File: src/rtl/sdns_ram.sv
module sdns_ram #(
  parameter int WIDTH = 8,
  parameter int DEPTH = 16,
  localparam int AW = $clog2(DEPTH)
) (
  input  logic             clk,
  input  logic             we,
  input  logic [AW-1:0]    addr,
  input  logic [WIDTH-1:0] wdata,
  output logic [WIDTH-1:0] rdata
);

  logic [WIDTH-1:0] mem [DEPTH];

  always_ff @(posedge clk) begin
    if (we) begin
      mem[addr] <= wdata;
    end
    rdata <= mem[addr];
  end

endmodule

File: config.mk
export PLATFORM = sky130hd
export DESIGN_NAME = sdns_ram
export DESIGN_NICKNAME = d
export VERILOG_FILES = /design/src/rtl/sdns_ram.sv
export SDC_FILE = /design/constraint.sdc
export NUM_CORES = 1
export LEC_CHECK = 0
export ABC_AREA = 1
export BUFFER_PORTS_ARGS = -buffer_cell sky130_fd_sc_hd__buf_2
export CORE_MARGIN = 3
export CORE_UTILIZATION = 30
export DETAILED_ROUTE_END_ITERATION = 10
export SLEW_MARGIN = 20
export SYNTH_ARGS = -nofsm -noshare
export SYNTH_HDL_FRONTEND = slang
export SYNTH_SLANG_ARGS = --single-unit
File: constraint.sdc
create_clock -name clk -period 3.13 [get_ports clk]
set_input_delay 0.4695 -clock clk [delete_from_list [all_inputs] [get_ports clk]]
set_output_delay 0.4695 -clock clk [all_outputs]
set_load 0.03 [all_outputs]
# == Yosys cells after proc, flatten, opt, wreduce, memory -nomap -nowiden ==
# Memories as Yosys holds them, arrays and structs flattened. A register that Yosys moved wholly into a read port is not among the register bits.
# Index checks and enable logic that the tools add are counted.
# Widths: inputs -> output; s select.
# op_classes
mux,2
# op_table
op,count
$mux 1,2
# totals
register_bits,0
mem_bits_rw,128
out_inout_bits,8
wordCells,3
memories,1
# memory_table
memory,words,word_bits,read_ports,rd_clocked_by_memory_dff,wr,line,text
mem,16,8,1,1,1,13,logic [WIDTH-1:0] mem [DEPTH];

# == Logic depth before layout (Yosys ltp) ==
# depth
word_depth,2
ltp_mapped,11
mapped_depth_nobuf,9

# == Worst setup path before layout ==
# OpenSTA, ideal clock, no wires.
# synth_timing
path_type,input-to-reg
startpoint,in addr[1]
endpoint,mem mem[3][0] (enable)
arrival_time_ps,1476
path_slack_ps,1283
cell_stages,4
n_path_buf,2
path_cell_list,buf_2 -> clkbuf_1 -> nand3_1 -> nor2_1
# synth_lines
element,line,text
start: declaration,8,"input logic [AW-1:0] addr,"
end: declaration,13,
# Straight into the memory's write port.

# == Worst setup path after layout ==
# layout_timing
startpoint,in addr[2]
endpoint,mem mem[7][7] (enable)
# Straight into the memory's write port.

==> impl_metrics.py <==
metrics = {
    "status": {
        "status": "finished, final reports clean",
    },
    "floorplan": {
        "num_rows": 49,
        "die-area_mm2": 0.0203,
        "fp.dieH_um": 143,
        "start_util": 0.308,
        "core-area_mm2": 0.0181,
        "io_pins": 22,
        "die_w_um": 143,
    },
    "detailed_routing": {
        "firstDrtPassIters": 5,
        "first_iter_violations": 228,
        "wl_met1_um": 5910,
        "wirelength_um": 12600,
        "viasPerCell": 4.42,
        "drc": 0,
        "detail-route-antenna-nets": 0,
        "dr_wl_met2_um": 5840,
        "wl_per_cell_um": 15.4,
        "routed.top_layer": "met4",
        "dr_wl_met3_um": 586,
        "num_vias": 3608,
    },
    "synth": {
        "synth_nets": 562,
        "synth-seq-cells": 136,
        "synth_cell_types": 11,
        "ys_seq_area_frac": 0.716,
        "syn_inst": 548,
        "avgSynthCellArea_um2": 10.2,
        "yosys_warnings": 0,
        "syn-cell-area_mm2": 0.00559,
    },
    "worst_setup_path": {
        "cp-end-kind": "flip-flop",
        "endpoint": "mem[7][7]",
        "arrival_ns": 1.92,
        "worstSetupPathType": "input pin to flip-flop",
        "r2r-start": "mem[6][7]",
        "start_kind": "input pin",
        "worstRegToRegCells": 8,
        "startpoint": "addr[2]",
        "reg2reg_slack_ns": 2.10,
        "worstPathRequired_ns": 3.17,
        "cp_max_fo": 9,
        "r2r-end": "rdata[7]",
    },
    "finish": {
        "synthToLayoutAreaGrowth_pct": 18.2,
        "num-fill-cells": 1799,
        "antenna_cells": 0,
        "drive_gt1_frac": 0.102,
        "fin_area_mm2": 0.00661,
        "fin_nets": 589,
    },
    "placed_design": {
        "hpwl_um": 7520,
        "placed_area_mm2": 0.00593,
        "io_buffers": 21,
        "gp_congestion": 0.803,
    },
    "job": {
        "max_cap_violations": 0,
    },
    "clocking": {
        "ctsHoldBuffers": 0,
        "cts_sinks": 136,
        "cts_max_level": 4,
        "post_cts_buffers": 0,
        "clockBufferDepth": 2,
        "root_buffer": "clkbuf_16",
        "cts_resized": 0,
        "cts_buffers": 17,
        "path_clk_slew_ns": 0.06,
        "cts_tree": "done",
        "clkLatencyLatePin_ns": 0.41,
    },
    "timing": {
        "finalCritPeriodShare": 0.600,
        "clock.fmax_mhz": 532,
        "timing.final.max_slew_violations": 0,
        "relSlewSlack": 0.411,
        "skew_ns": 0.00846,
        "setup-tns-final_ns": 0,
        "setup_viol": 0,
        "min_period_ns": 1.88,
        "worst_pin_slew_ns": 0.880,
        "timing.final.hold_violations": 0,
        "rsz0062_at_grt": "no",
    },
    "power_and_ir_drop": {
        "p_sw_w": 0.000942,
        "power_switching_share": 0.204,
        "clkPwrFrac": 0.499,
        "power_frac_seq": 0.444,
        "total_power_w": 0.00461,
        "vdd_drop_max_uv": 350,
        "combPwrFrac": 0.058,
        "power_density_mw_per_mm2": 698,
        "p_leak_nw": 2.80,
        "intPower_w": 0.00367,
    },
    "global_routing": {
        "overflow": 0,
        "grt_usage": 0.132,
        "grt_pass1_vias": 3567,
        "grt_pass1_wl_um": 20000,
        "antenna_found_initial": 0,
        "grt_max_degree": 59,
    },
    "hold_path": {
        "hold_path.class": "input pin to flip-flop",
    },
}
## layer usage
| metal | GRT usage | up-vias |
|---|---|---|
| li1 | - | 1801 |
| met1 | 0.182 | 1680 |
| met2 | 0.203 | 106 |
| met3 | 0.0346 | 21 |
| met4 | 0.0460 | 0 |
| met5 | 0 | - |
## cells by family after synthesis
group	Yosys count	synth area share
AND/OR/NAND/NOR	368	0.248
flip-flops	136	0.716
buffers and inverters	44	0.0362
## power by group through the flow
stage,Combinational (W),Clock (W),Sequential (W)
finish,0.000267,0.00230,0.00205
global route,0.000303,0.00242,0.00205
CTS,0.000270,0.00232,0.00205
detailed placement,0.000268,0,0.00208
global placement,0.000267,0,0.00208
floorplan,0.000140,0,0.00211
## cell usage in the layout (no fill, tap or decap)
cell type | synthesis | final
nor2_1 | 18 | 18
clkbuf_1 | 3 | 2
clkinvlp_4 | 0 | 1
clkbuf_16 | 0 | 17
bufinv_16 | 0 | 7
clkinv_4 | 0 | 2
buf_2 | 12 | 21
clkinv_2 | 0 | 3
edfxtp_1 | 128 | 128
nand2_1 | 346 | 346
inv_2 | 1 | 1
dfxtp_1 | 8 | 8
clkinv_1 | 1 | 1
inv_1 | 21 | 21
nand3_1 | 4 | 4
buf_4 | 6 | 8
## sequential cells by signal, indices dropped and copies added (netlist names)
register  count
mem         128
rdata         8
## stage by stage
stage	hold WS [ns]	worst slack, ns	cells	util
after floorplan	0.568	1.28	548	-
after CTS	0.476	1.27	817	0.364
after detailed placement	0.717	0.845	785	0.327
final	0.482	1.25	817	0.364
after global placement	0.699	0.814	785	0.327
after global routing	0.482	1.11	817	0.364
## cell usage after synthesis
library cell | n | area [um2]
clkbuf_1 | 3 | 11.3
buf_2 | 12 | 60.1
inv_2 | 1 | 3.75
dfxtp_1 | 8 | 160
nand3_1 | 4 | 20.0
nand2_1 | 346 | 1300
buf_4 | 6 | 45.0
inv_1 | 21 | 78.8
clkinv_1 | 1 | 3.75
edfxtp_1 | 128 | 3840
nor2_1 | 18 | 67.6
## critical path, cell delays in order
cell    delay (ns)
buf_2         0.10
inv_1         0.05
nor2_1        0.50
inv_1         0.21
nor2_1        0.59
## final cells by class
class                           count  area, um2  share of cell area
Clock buffer                       19        433              0.0655
Clock inverter                     13        250              0.0379
Inverter                           23       86.3              0.0131
Multi-Input combinational cell    368       1390               0.210
Sequential cell                   136       4000               0.606
Tap cell                          229        287              0.0433
Timing Repair Buffer               29        165              0.0250
## worst min path at each step
| stage | from | to | slack (ns) | depth (start not counted) |
|---|---|---|---|---|
| 2_1_floorplan | wdata[0] | mem[0][0] | 0.57 | 0 |
| 3_3_place_gp | mem[8][4] | rdata[4] | 0.70 | 8 |
| 3_5_place_dp | mem[10][4] | rdata[4] | 0.72 | 8 |
| 4_1_cts | wdata[2] | mem[1][2] | 0.48 | 1 |
| 5_1_grt | wdata[2] | mem[11][2] | 0.48 | 1 |
| 6_report | wdata[2] | mem[2][2] | 0.48 | 1 |
No activity file was read; power rests on OpenSTA's default activity.
