===== src/rtl/sdns_pkg.sv =====
package sdns_pkg;

  localparam int IDX_W   = 12;
  localparam int FIELD_W = 40;
  localparam int COUNT_W = 13;

  localparam logic CMD_WRITE = 1'b0;
  localparam logic CMD_QUERY = 1'b1;

  localparam logic DIR_HIGHER = 1'b0;
  localparam logic DIR_LOWER  = 1'b1;

  typedef enum logic [1:0] {
    STAT_EXACT    = 2'd0,
    STAT_NEIGHBOR = 2'd1,
    STAT_NONE     = 2'd2,
    STAT_WRITE    = 2'd3
  } status_t;

  typedef enum logic [1:0] {
    S_IDLE,
    S_SEARCH,
    S_FETCH
  } state_t;

  typedef struct packed {
    logic               cmd;
    logic               direction;
    logic [FIELD_W-1:0] key;
    logic [IDX_W-1:0]   entry_index;
    logic [FIELD_W-1:0] entry_contents_offset;
    logic [FIELD_W-1:0] entry_descriptor_offset;
  } req_t;

  typedef struct packed {
    status_t            status;
    logic [IDX_W-1:0]   hit_index;
    logic [FIELD_W-1:0] hit_id;
    logic [FIELD_W-1:0] hit_contents_offset;
    logic [FIELD_W-1:0] hit_descriptor_offset;
  } rsp_t;

endpackage


===== src/rtl/sdns_ctrl.sv =====
module sdns_ctrl #(
  parameter int DIR_DEPTH = 4096,
  parameter int ID_BITS = 40,
  parameter int OFFSET_BITS = 40,
  localparam int AW = $clog2(DIR_DEPTH),
  localparam int CW = $clog2(DIR_DEPTH + 1),
  localparam int W = ID_BITS + 2 * OFFSET_BITS
) (
  input  logic                           clk,
  input  logic                           rst,
  input  logic                           start,
  output logic                           busy,
  input  sdns_pkg::req_t                 req,
  output logic                           done,
  output sdns_pkg::rsp_t                 rsp,
  input  logic [sdns_pkg::COUNT_W-1:0]   entry_count,
  output logic                           ram_we,
  output logic [AW-1:0]                  ram_addr,
  output logic [W-1:0]                   ram_wdata,
  input  logic [W-1:0]                   ram_rdata
);

  import sdns_pkg::*;

  state_t             state, state_next;
  logic [ID_BITS-1:0] key_r, key_next;
  logic               dir_r, dir_next;
  logic [CW-1:0]      n_r, n_next;
  logic [CW-1:0]      lo, lo_next;
  logic [CW-1:0]      hi, hi_next;
  logic [CW-1:0]      lo_m1, lo_m1_next;
  logic [CW-1:0]      mid, mid_next;
  logic               eq, eq_next;
  status_t            hit_status, hit_status_next;
  logic [AW-1:0]      fetch_idx, fetch_idx_next;
  logic               done_next;
  rsp_t               rsp_next;

  logic [ID_BITS-1:0]     rd_id;
  logic [OFFSET_BITS-1:0] rd_coff;
  logic [OFFSET_BITS-1:0] rd_doff;
  logic                   lt;
  logic [CW-1:0]          lo_n, hi_n, lo_m1_n;
  logic                   eq_n;
  logic [CW:0]            sum;
  logic [CW-1:0]          mid_n;
  logic                   found;
  logic [CW-1:0]          n_in;
  logic                   wr_in_range;

  assign rd_id   = ram_rdata[W-1 -: ID_BITS];
  assign rd_coff = ram_rdata[2*OFFSET_BITS-1 -: OFFSET_BITS];
  assign rd_doff = ram_rdata[OFFSET_BITS-1:0];

  assign lt      = rd_id < key_r;
  assign lo_n    = lt ? mid + CW'(1) : lo;
  assign hi_n    = lt ? hi : mid;
  assign lo_m1_n = lt ? mid : lo_m1;
  assign eq_n    = lt ? eq : (rd_id == key_r);
  assign sum     = {1'b0, lo_n} + {1'b0, hi_n};
  assign mid_n   = sum[CW:1];
  assign found   = lo_n < n_r;

  assign n_in = (32'(entry_count) > 32'(DIR_DEPTH)) ? CW'(DIR_DEPTH) : CW'(entry_count);
  assign wr_in_range = 32'(req.entry_index) < 32'(DIR_DEPTH);

  assign busy = (state != S_IDLE);

  always_comb begin
    state_next      = state;
    key_next        = key_r;
    dir_next        = dir_r;
    n_next          = n_r;
    lo_next         = lo;
    hi_next         = hi;
    lo_m1_next      = lo_m1;
    mid_next        = mid;
    eq_next         = eq;
    hit_status_next = hit_status;
    fetch_idx_next  = fetch_idx;
    done_next       = 1'b0;
    rsp_next        = rsp;
    ram_we          = 1'b0;
    ram_addr        = mid[AW-1:0];
    ram_wdata       = {ID_BITS'(req.key), OFFSET_BITS'(req.entry_contents_offset),
                       OFFSET_BITS'(req.entry_descriptor_offset)};
    case (state)
      S_IDLE: begin
        if (start) begin
          if (req.cmd == CMD_WRITE) begin
            ram_we    = wr_in_range;
            ram_addr  = AW'(req.entry_index);
            done_next = 1'b1;
            rsp_next  = '0;
            rsp_next.status = STAT_WRITE;
          end else begin
            key_next   = ID_BITS'(req.key);
            dir_next   = req.direction;
            n_next     = n_in;
            lo_next    = '0;
            hi_next    = n_in;
            lo_m1_next = '0;
            eq_next    = 1'b0;
            mid_next   = n_in >> 1;
            ram_addr   = mid_next[AW-1:0];
            if (n_in == '0) begin
              done_next = 1'b1;
              rsp_next  = '0;
              rsp_next.status = STAT_NONE;
            end else begin
              state_next = S_SEARCH;
            end
          end
        end
      end
      S_SEARCH: begin
        lo_next    = lo_n;
        hi_next    = hi_n;
        lo_m1_next = lo_m1_n;
        eq_next    = eq_n;
        mid_next   = mid_n;
        if (lo_n < hi_n) begin
          ram_addr = mid_n[AW-1:0];
        end else if (found && (eq_n || dir_r == DIR_HIGHER)) begin
          fetch_idx_next  = lo_n[AW-1:0];
          hit_status_next = eq_n ? STAT_EXACT : STAT_NEIGHBOR;
          ram_addr        = lo_n[AW-1:0];
          state_next      = S_FETCH;
        end else if (dir_r == DIR_LOWER && lo_n != '0) begin
          fetch_idx_next  = lo_m1_n[AW-1:0];
          hit_status_next = STAT_NEIGHBOR;
          ram_addr        = lo_m1_n[AW-1:0];
          state_next      = S_FETCH;
        end else begin
          done_next  = 1'b1;
          rsp_next   = '0;
          rsp_next.status = STAT_NONE;
          state_next = S_IDLE;
        end
      end
      S_FETCH: begin
        ram_addr  = fetch_idx;
        done_next = 1'b1;
        rsp_next.status                = hit_status;
        rsp_next.hit_index             = IDX_W'(fetch_idx);
        rsp_next.hit_id                = FIELD_W'(rd_id);
        rsp_next.hit_contents_offset   = FIELD_W'(rd_coff);
        rsp_next.hit_descriptor_offset = FIELD_W'(rd_doff);
        state_next = S_IDLE;
      end
      default: begin
        state_next = S_IDLE;
      end
    endcase
  end

  always_ff @(posedge clk) begin
    if (rst) begin
      state <= S_IDLE;
      done  <= 1'b0;
    end else begin
      state <= state_next;
      done  <= done_next;
    end
    key_r      <= key_next;
    dir_r      <= dir_next;
    n_r        <= n_next;
    lo         <= lo_next;
    hi         <= hi_next;
    lo_m1      <= lo_m1_next;
    mid        <= mid_next;
    eq         <= eq_next;
    hit_status <= hit_status_next;
    fetch_idx  <= fetch_idx_next;
    rsp        <= rsp_next;
  end

endmodule

===== config.mk =====
export PLATFORM = sky130hd
export DESIGN_NAME = sdns_ctrl
export DESIGN_NICKNAME = d
export VERILOG_FILES = /design/src/rtl/sdns_pkg.sv /design/src/rtl/sdns_ctrl.sv
export SDC_FILE = /design/constraint.sdc
export NUM_CORES = 1
export LEC_CHECK = 0
export ABC_AREA = 1
export BUFFER_PORTS_ARGS = -buffer_cell sky130_fd_sc_hd__buf_2
export CAP_MARGIN = 20
export CORE_AREA = 2 2 211 213
export CTS_CLUSTER_DIAMETER = 80
export DETAILED_ROUTE_END_ITERATION = 12
export DIE_AREA = 0 0 213 215
export GPL_ROUTABILITY_DRIVEN = 0
export HOLD_SLACK_MARGIN = 0.06
export PLACE_DENSITY = 0.69
export SYNTH_ARGS = -nofsm -noshare
export SYNTH_HDL_FRONTEND = slang
export SYNTH_SLANG_ARGS = --single-unit

===== constraint.sdc =====
create_clock -name clk -period 10.9 [get_ports clk]
set_input_delay 0 -clock clk [delete_from_list [all_inputs] [get_ports clk]]
set_output_delay 0 -clock clk [all_outputs]
set_load 0.03 [all_outputs]

* Yosys cells after proc, flatten, opt, wreduce, memory -nomap -nowiden
Cells that the tools add are included.
** Operators by class
- $add $sub $neg :: 2
- Reduce and logical (&&, ||, !) cells :: 15
- Muxes and demuxes :: 53
- Bitwise operators :: 2
- Equality and inequality tests :: 10
- Magnitude comparators :: 4
** Operators by type and width (count)
- $mux 134 :: 6
- $pmux 134 s3 :: 1
- $mux 13 :: 9
- $mux 12 :: 8
- $pmux 13 s2 :: 3
- $eq 40x40->1 :: 1
- $lt 40x40->1 :: 1
- $pmux 12 s3 :: 1
- $lt 13x13->1 :: 2
- $pmux 12 s2 :: 1
- $mux 2 :: 8
- $add 13x13->14 :: 1
- $add 13x1->13 const B :: 1
- $gt 13x13->1 const B :: 1
- $logic_not 13->1 :: 1
- $mux 1 :: 13
- $reduce_bool 13->1 :: 1
- $ne 2x2->1 const B :: 6
- $reduce_and 3->1 :: 3
- $reduce_and 6->1 :: 1
- $reduce_bool 2->1 :: 3
- $pmux 2 s2 :: 1
- $reduce_and 4->1 :: 1
- $ne 3x3->1 const B :: 1
- 9 further kinds :: 11
** Storage, ports and cells
- Input port bits :: 270
- Logic and storage cells :: 103
- Bits in registers :: 257

* Logic depth before layout (Yosys ltp)
- Word-level depth :: 8
- Mapped depth :: 36
- Gate-level depth less buffers :: 33

* Worst setup path after synthesis
No wires, ideal clock.
- Path type :: register to register
- Start point :: register key_r[35]
- End point :: register rsp[0] (netlist bit), enable pin
- Cell stages (with the launch flop) :: 21
- Required time :: 10.229 ns
- Library setup time :: 0.671 ns
- Slack :: 0.642 ns
- Clock period less this slack :: 10.258 ns
- Arrival :: 9.587 ns
- Buffers on the path :: 4
- Path through :: edfxtp_1 -> inv_1 -> ha_1 -> nand2_1 -> nor2_1 -> and2_1 -> a21oi_4 -> nand3_4 -> buf_6 -> buf_6 -> buf_8 -> clkbuf_1 -> o21ai_0 -> ha_1 -> nor4_1 -> o21ai_1 -> nand2_1 -> nand2_1 -> nand3_1 -> nand2_1 -> a21oi_1
** Between the ends
- Cells in the longest elaborated chain, start to end :: 6
- Elaborated cells between the ends (all ways) :: 15
** Ends and longest elaborated chain
- start, declared :: line sdns_ctrl.sv:26 : logic [ID_BITS-1:0] key_r, key_next;
- start signal, assigned :: line sdns_ctrl.sv:165 : key_r <= key_next;
- $lt 40x40->1 or $eq 40x40->1 (tied branches) :: line sdns_ctrl.sv:55, sdns_ctrl.sv:59
- $mux 13 or $mux 1 (tied branches) :: line sdns_ctrl.sv:56, sdns_ctrl.sv:59
- $lt 13x13->1 (tied with other cells) :: line sdns_ctrl.sv:62 : assign found = lo_n < n_r;
- $logic_and 1x1->1 (on tied branches) :: line sdns_ctrl.sv:124, sdns_ctrl.sv:129
- $ne 2x2->1 (no line)
- $reduce_and 6->1 (no line) *
- end signal, assigned :: line sdns_ctrl.sv:175 : rsp <= rsp_next;
- end, declared :: line sdns_ctrl.sv:15 : output sdns_pkg::rsp_t rsp,
Mark *: on every way between the ends. The rest lies on a longest branch, timed or not.
A chain may end at the register's enable or synchronous reset.

* Final worst setup path
- Start point :: register key_r[5]
- End point :: register rsp[103] (netlist bit), enable pin
Same word-level chain as after synthesis.

==> run_results.csv <==
group,metric,value,unit
min_path,hp-class,"in2reg",
grt,grt_max_degree,99,
yosys,syn-cell-area,0.0148,sq mm
run,maxCapViolations,0,
detailed_routing,drt_wl_total,50500,um
detailed_routing,vias_per_cell,4.79,
final_layout,utilization,45.6,%
clocking,clock_latency,570,ps
detailed_routing,dr.pass1.iters,8,
power,p_leak,10.0,nW
yosys,ys.flop_type,"edfxtp_1",
timing,finalHoldViolations,0,
detailed_routing,route.vias.total,13135,
floorplanning,core_area,0.0436,sq mm
grt,overflow,0,
yosys,avgSynthCellArea,9.14,sq um
final_layout,layout.cells.non_filler,2742,
yosys,syn_nets,1971,
timing,worst_pin_slew,1040,ps
floorplanning,placementRows,77,
clocking,cts_root_buffer,"clkbuf_16",
yosys,synth-async-reset-ratio,0,%
clocking,tritoncts,"built",
power,p_total,5.03,mW
floorplanning,start_util,33.9,%
detailed_routing,ant_nets,0,
final_layout,nNetsFinal,2479,
timing,tns,0,ps
place,io_buffers,378,
worst_setup_path,crit_type,"reg2reg",
floorplanning,die-area,0.0458,sq mm
timing,fin_skew,25.9,ps
place,dp.final_hpwl,34900,um
worst_setup_path,crit_arrival,6270,ps
place,dp.cells,2432,
final_layout,final_common_cell,"buf_2",
final_layout,seq_area,0.00766,sq mm
power,ir_drop,0.163,mV
timing,rsz0062_at_grt,"no",
yosys,synth_seq_cells,256,
final_layout,drive_gt1_share,23.4,%
timing,finalMaxSlewViolations,0,
detailed_routing,post_drt_wl_per_cell,18.4,um
detailed_routing,drt-initial-drc-count,1363,
timing,holdWs,157,ps
timing,fmax,164,MHz
timing,setup_viol_count_final,0,
clocking,cts_max_level,1,
clocking,post_cts_resized,0,
outcome,status,"complete, no violations",
power,p_per_area,253,mW/mm^2
floorplanning,die_width,213,um
grt,grt_pass1_vias,12917,
yosys,yosysWarningCount,0,
floorplanning,io_pins,539,
clocking,cts_setup_buffers,0,
worst_setup_path,cp-end-kind,"register",
worst_setup_path,crit_fanout,75,
timing,period_needed,6090,ps
grt,grt_usage,20.9,%
yosys,ys_seq_area_share,51.8,%
final_layout,fillers,3954,
yosys,synth.distinct_cells,50,
worst_setup_path,critPathRequiredTime,11070,ps
final_layout,multiInputGateArea,0.00471,sq mm
clocking,cts_buffer_depth,3,
min_path,holdPathStages,2,
timing,maxSlewHeadroom,30.8,%
detailed_routing,drcViolationCount,0,
final_layout,area_delta_synth_final,34.5,%
clocking,cts_buffers,28,
worst_setup_path,r2r_cells,20,
timing,period_share,55.9,%
floorplanning,die_h,215,um
worst_setup_path,cp-start-kind,"register",
final_layout,final_cell_mix,"buf_2 (378), nand2_1 (377), inv_1 (336), dlygate4sd3_1 (257), edfxtp_1 (253)",
grt,grt_pass1_wl,73200,um
grt,antenna_found_initial,3,
clocking,cts_sinks,256,
clocking,clk_transition_reported_paths,70,ps
yosys,synth-edff-count,253,
yosys,syn_inst,1619,
[synthesized netlist by cell type (11+ instances only)]
library cell / instances / share of area, %
a21oi_1: 58 / 2.0
buf_4: 124 / 6.3
clkbuf_1: 26 / 0.66
edfxtp_1: 253 / 51
ha_1: 81 / 6.9
inv_1: 336 / 8.5
nand2_1: 377 / 9.6
nand2_2: 26 / 1.1
nand3_1: 35 / 1.2
nand4_1: 18 / 0.76
nor2_1: 88 / 2.2
o21ai_0: 48 / 1.6
o21ai_1: 24 / 0.81
o21ai_2: 13 / 0.77
xor2_1: 11 / 0.65
[state kept, by name, summed over array words and instances (netlist names), 2 cells and up]
| name | flops |
|---|---|
| rsp | 134 |
| key_r | 40 |
| hi | 13 |
| lo | 13 |
| mid | 13 |
| n_r | 13 |
| fetch_idx | 12 |
| lo_m1 | 12 |
| state | 2 |
[worst max-delay path, stage by stage, from the launching register on]
cell	delay, ps
edfxtp_1	390
inv_1	70
ha_1	230
a21oi_1	150
nor2_1	70
nor3_1	380
nand2_1	170
nand2_4	150
nand3_4	70
buf_4	350
o21ai_0	610
ha_1	410
inv_1	140
nand3_1	90
a31oi_1	150
a2111oi_0	120
nand3_1	210
nand2_1	130
a21oi_4	120
buf_4	610
buf_4	860
[what timing repair did]
action / 4_1_cts / 5_1_grt
endpoints found under the setup margin: 0 / 0
hold buffers: 257 / 0
endpoints found under the hold margin: 270 / 0
[cell type report]
type / instances / share of cell area, %
repair buffers: 644 / 22.8
diodes: 2 / 0.0252
multi-input cells: 852 / 23.7
flip-flops and latches: 256 / 38.5
well taps: 592 / 3.72
clock inverters: 18 / 1.18
clock buffers: 33 / 3.62
inverters: 345 / 6.51
[final timing paths]
check / slack (ps) / end / start
hold reg to reg: 550 / rsp[122] / fetch_idx[2]
setup reg to reg: 4810 / rsp[103] / key_r[5]
hold / removal: 160 / key_r[4] / req[96]
setup / recovery: 4810 / rsp[103] / key_r[5]
[layer usage]
metal	vias up	share of wire [%]	track usage (%)	wire [um]
met5	-	0.026	0	13
met4	2	5.3	11.0	2670
met3	155	9.8	4.22	4960
met2	828	47	35.2	23700
met1	6098	38	25.0	19100
li1	6052	-	-	-
[cell families after synthesis]
| group | share of synthesized area (%) |
|---|---|
| DFF | 51.8 |
| xor gates and xnor gates | 0.710 |
| AOI/OAI and AO/OA | 7.04 |
| buffers and inverters | 16.7 |
| and+or+nand+nor | 16.7 |
| adders and majority gates | 6.99 |
| muxes | 0.0677 |
[through the flow]
step           setup WS (ps)  cell area (sq um)
5_1_grt                 4510              19900
6_report                4810              19900
3_3_place_gp            5200              16400
2_1_floorplan            642              14800
3_5_place_dp            5050              16400
4_1_cts                 5000              19900
[report_power, final]
group | leakage (nW) | switching [mW] | internal (mW)
clock | 0.470 | 0.409 | 0.592
sequential | 2.47 | 0.128 | 1.54
combinational | 7.11 | 1.75 | 0.615
total | 10.0 | 2.28 | 2.74
Power figures use the tool's default switching activity.
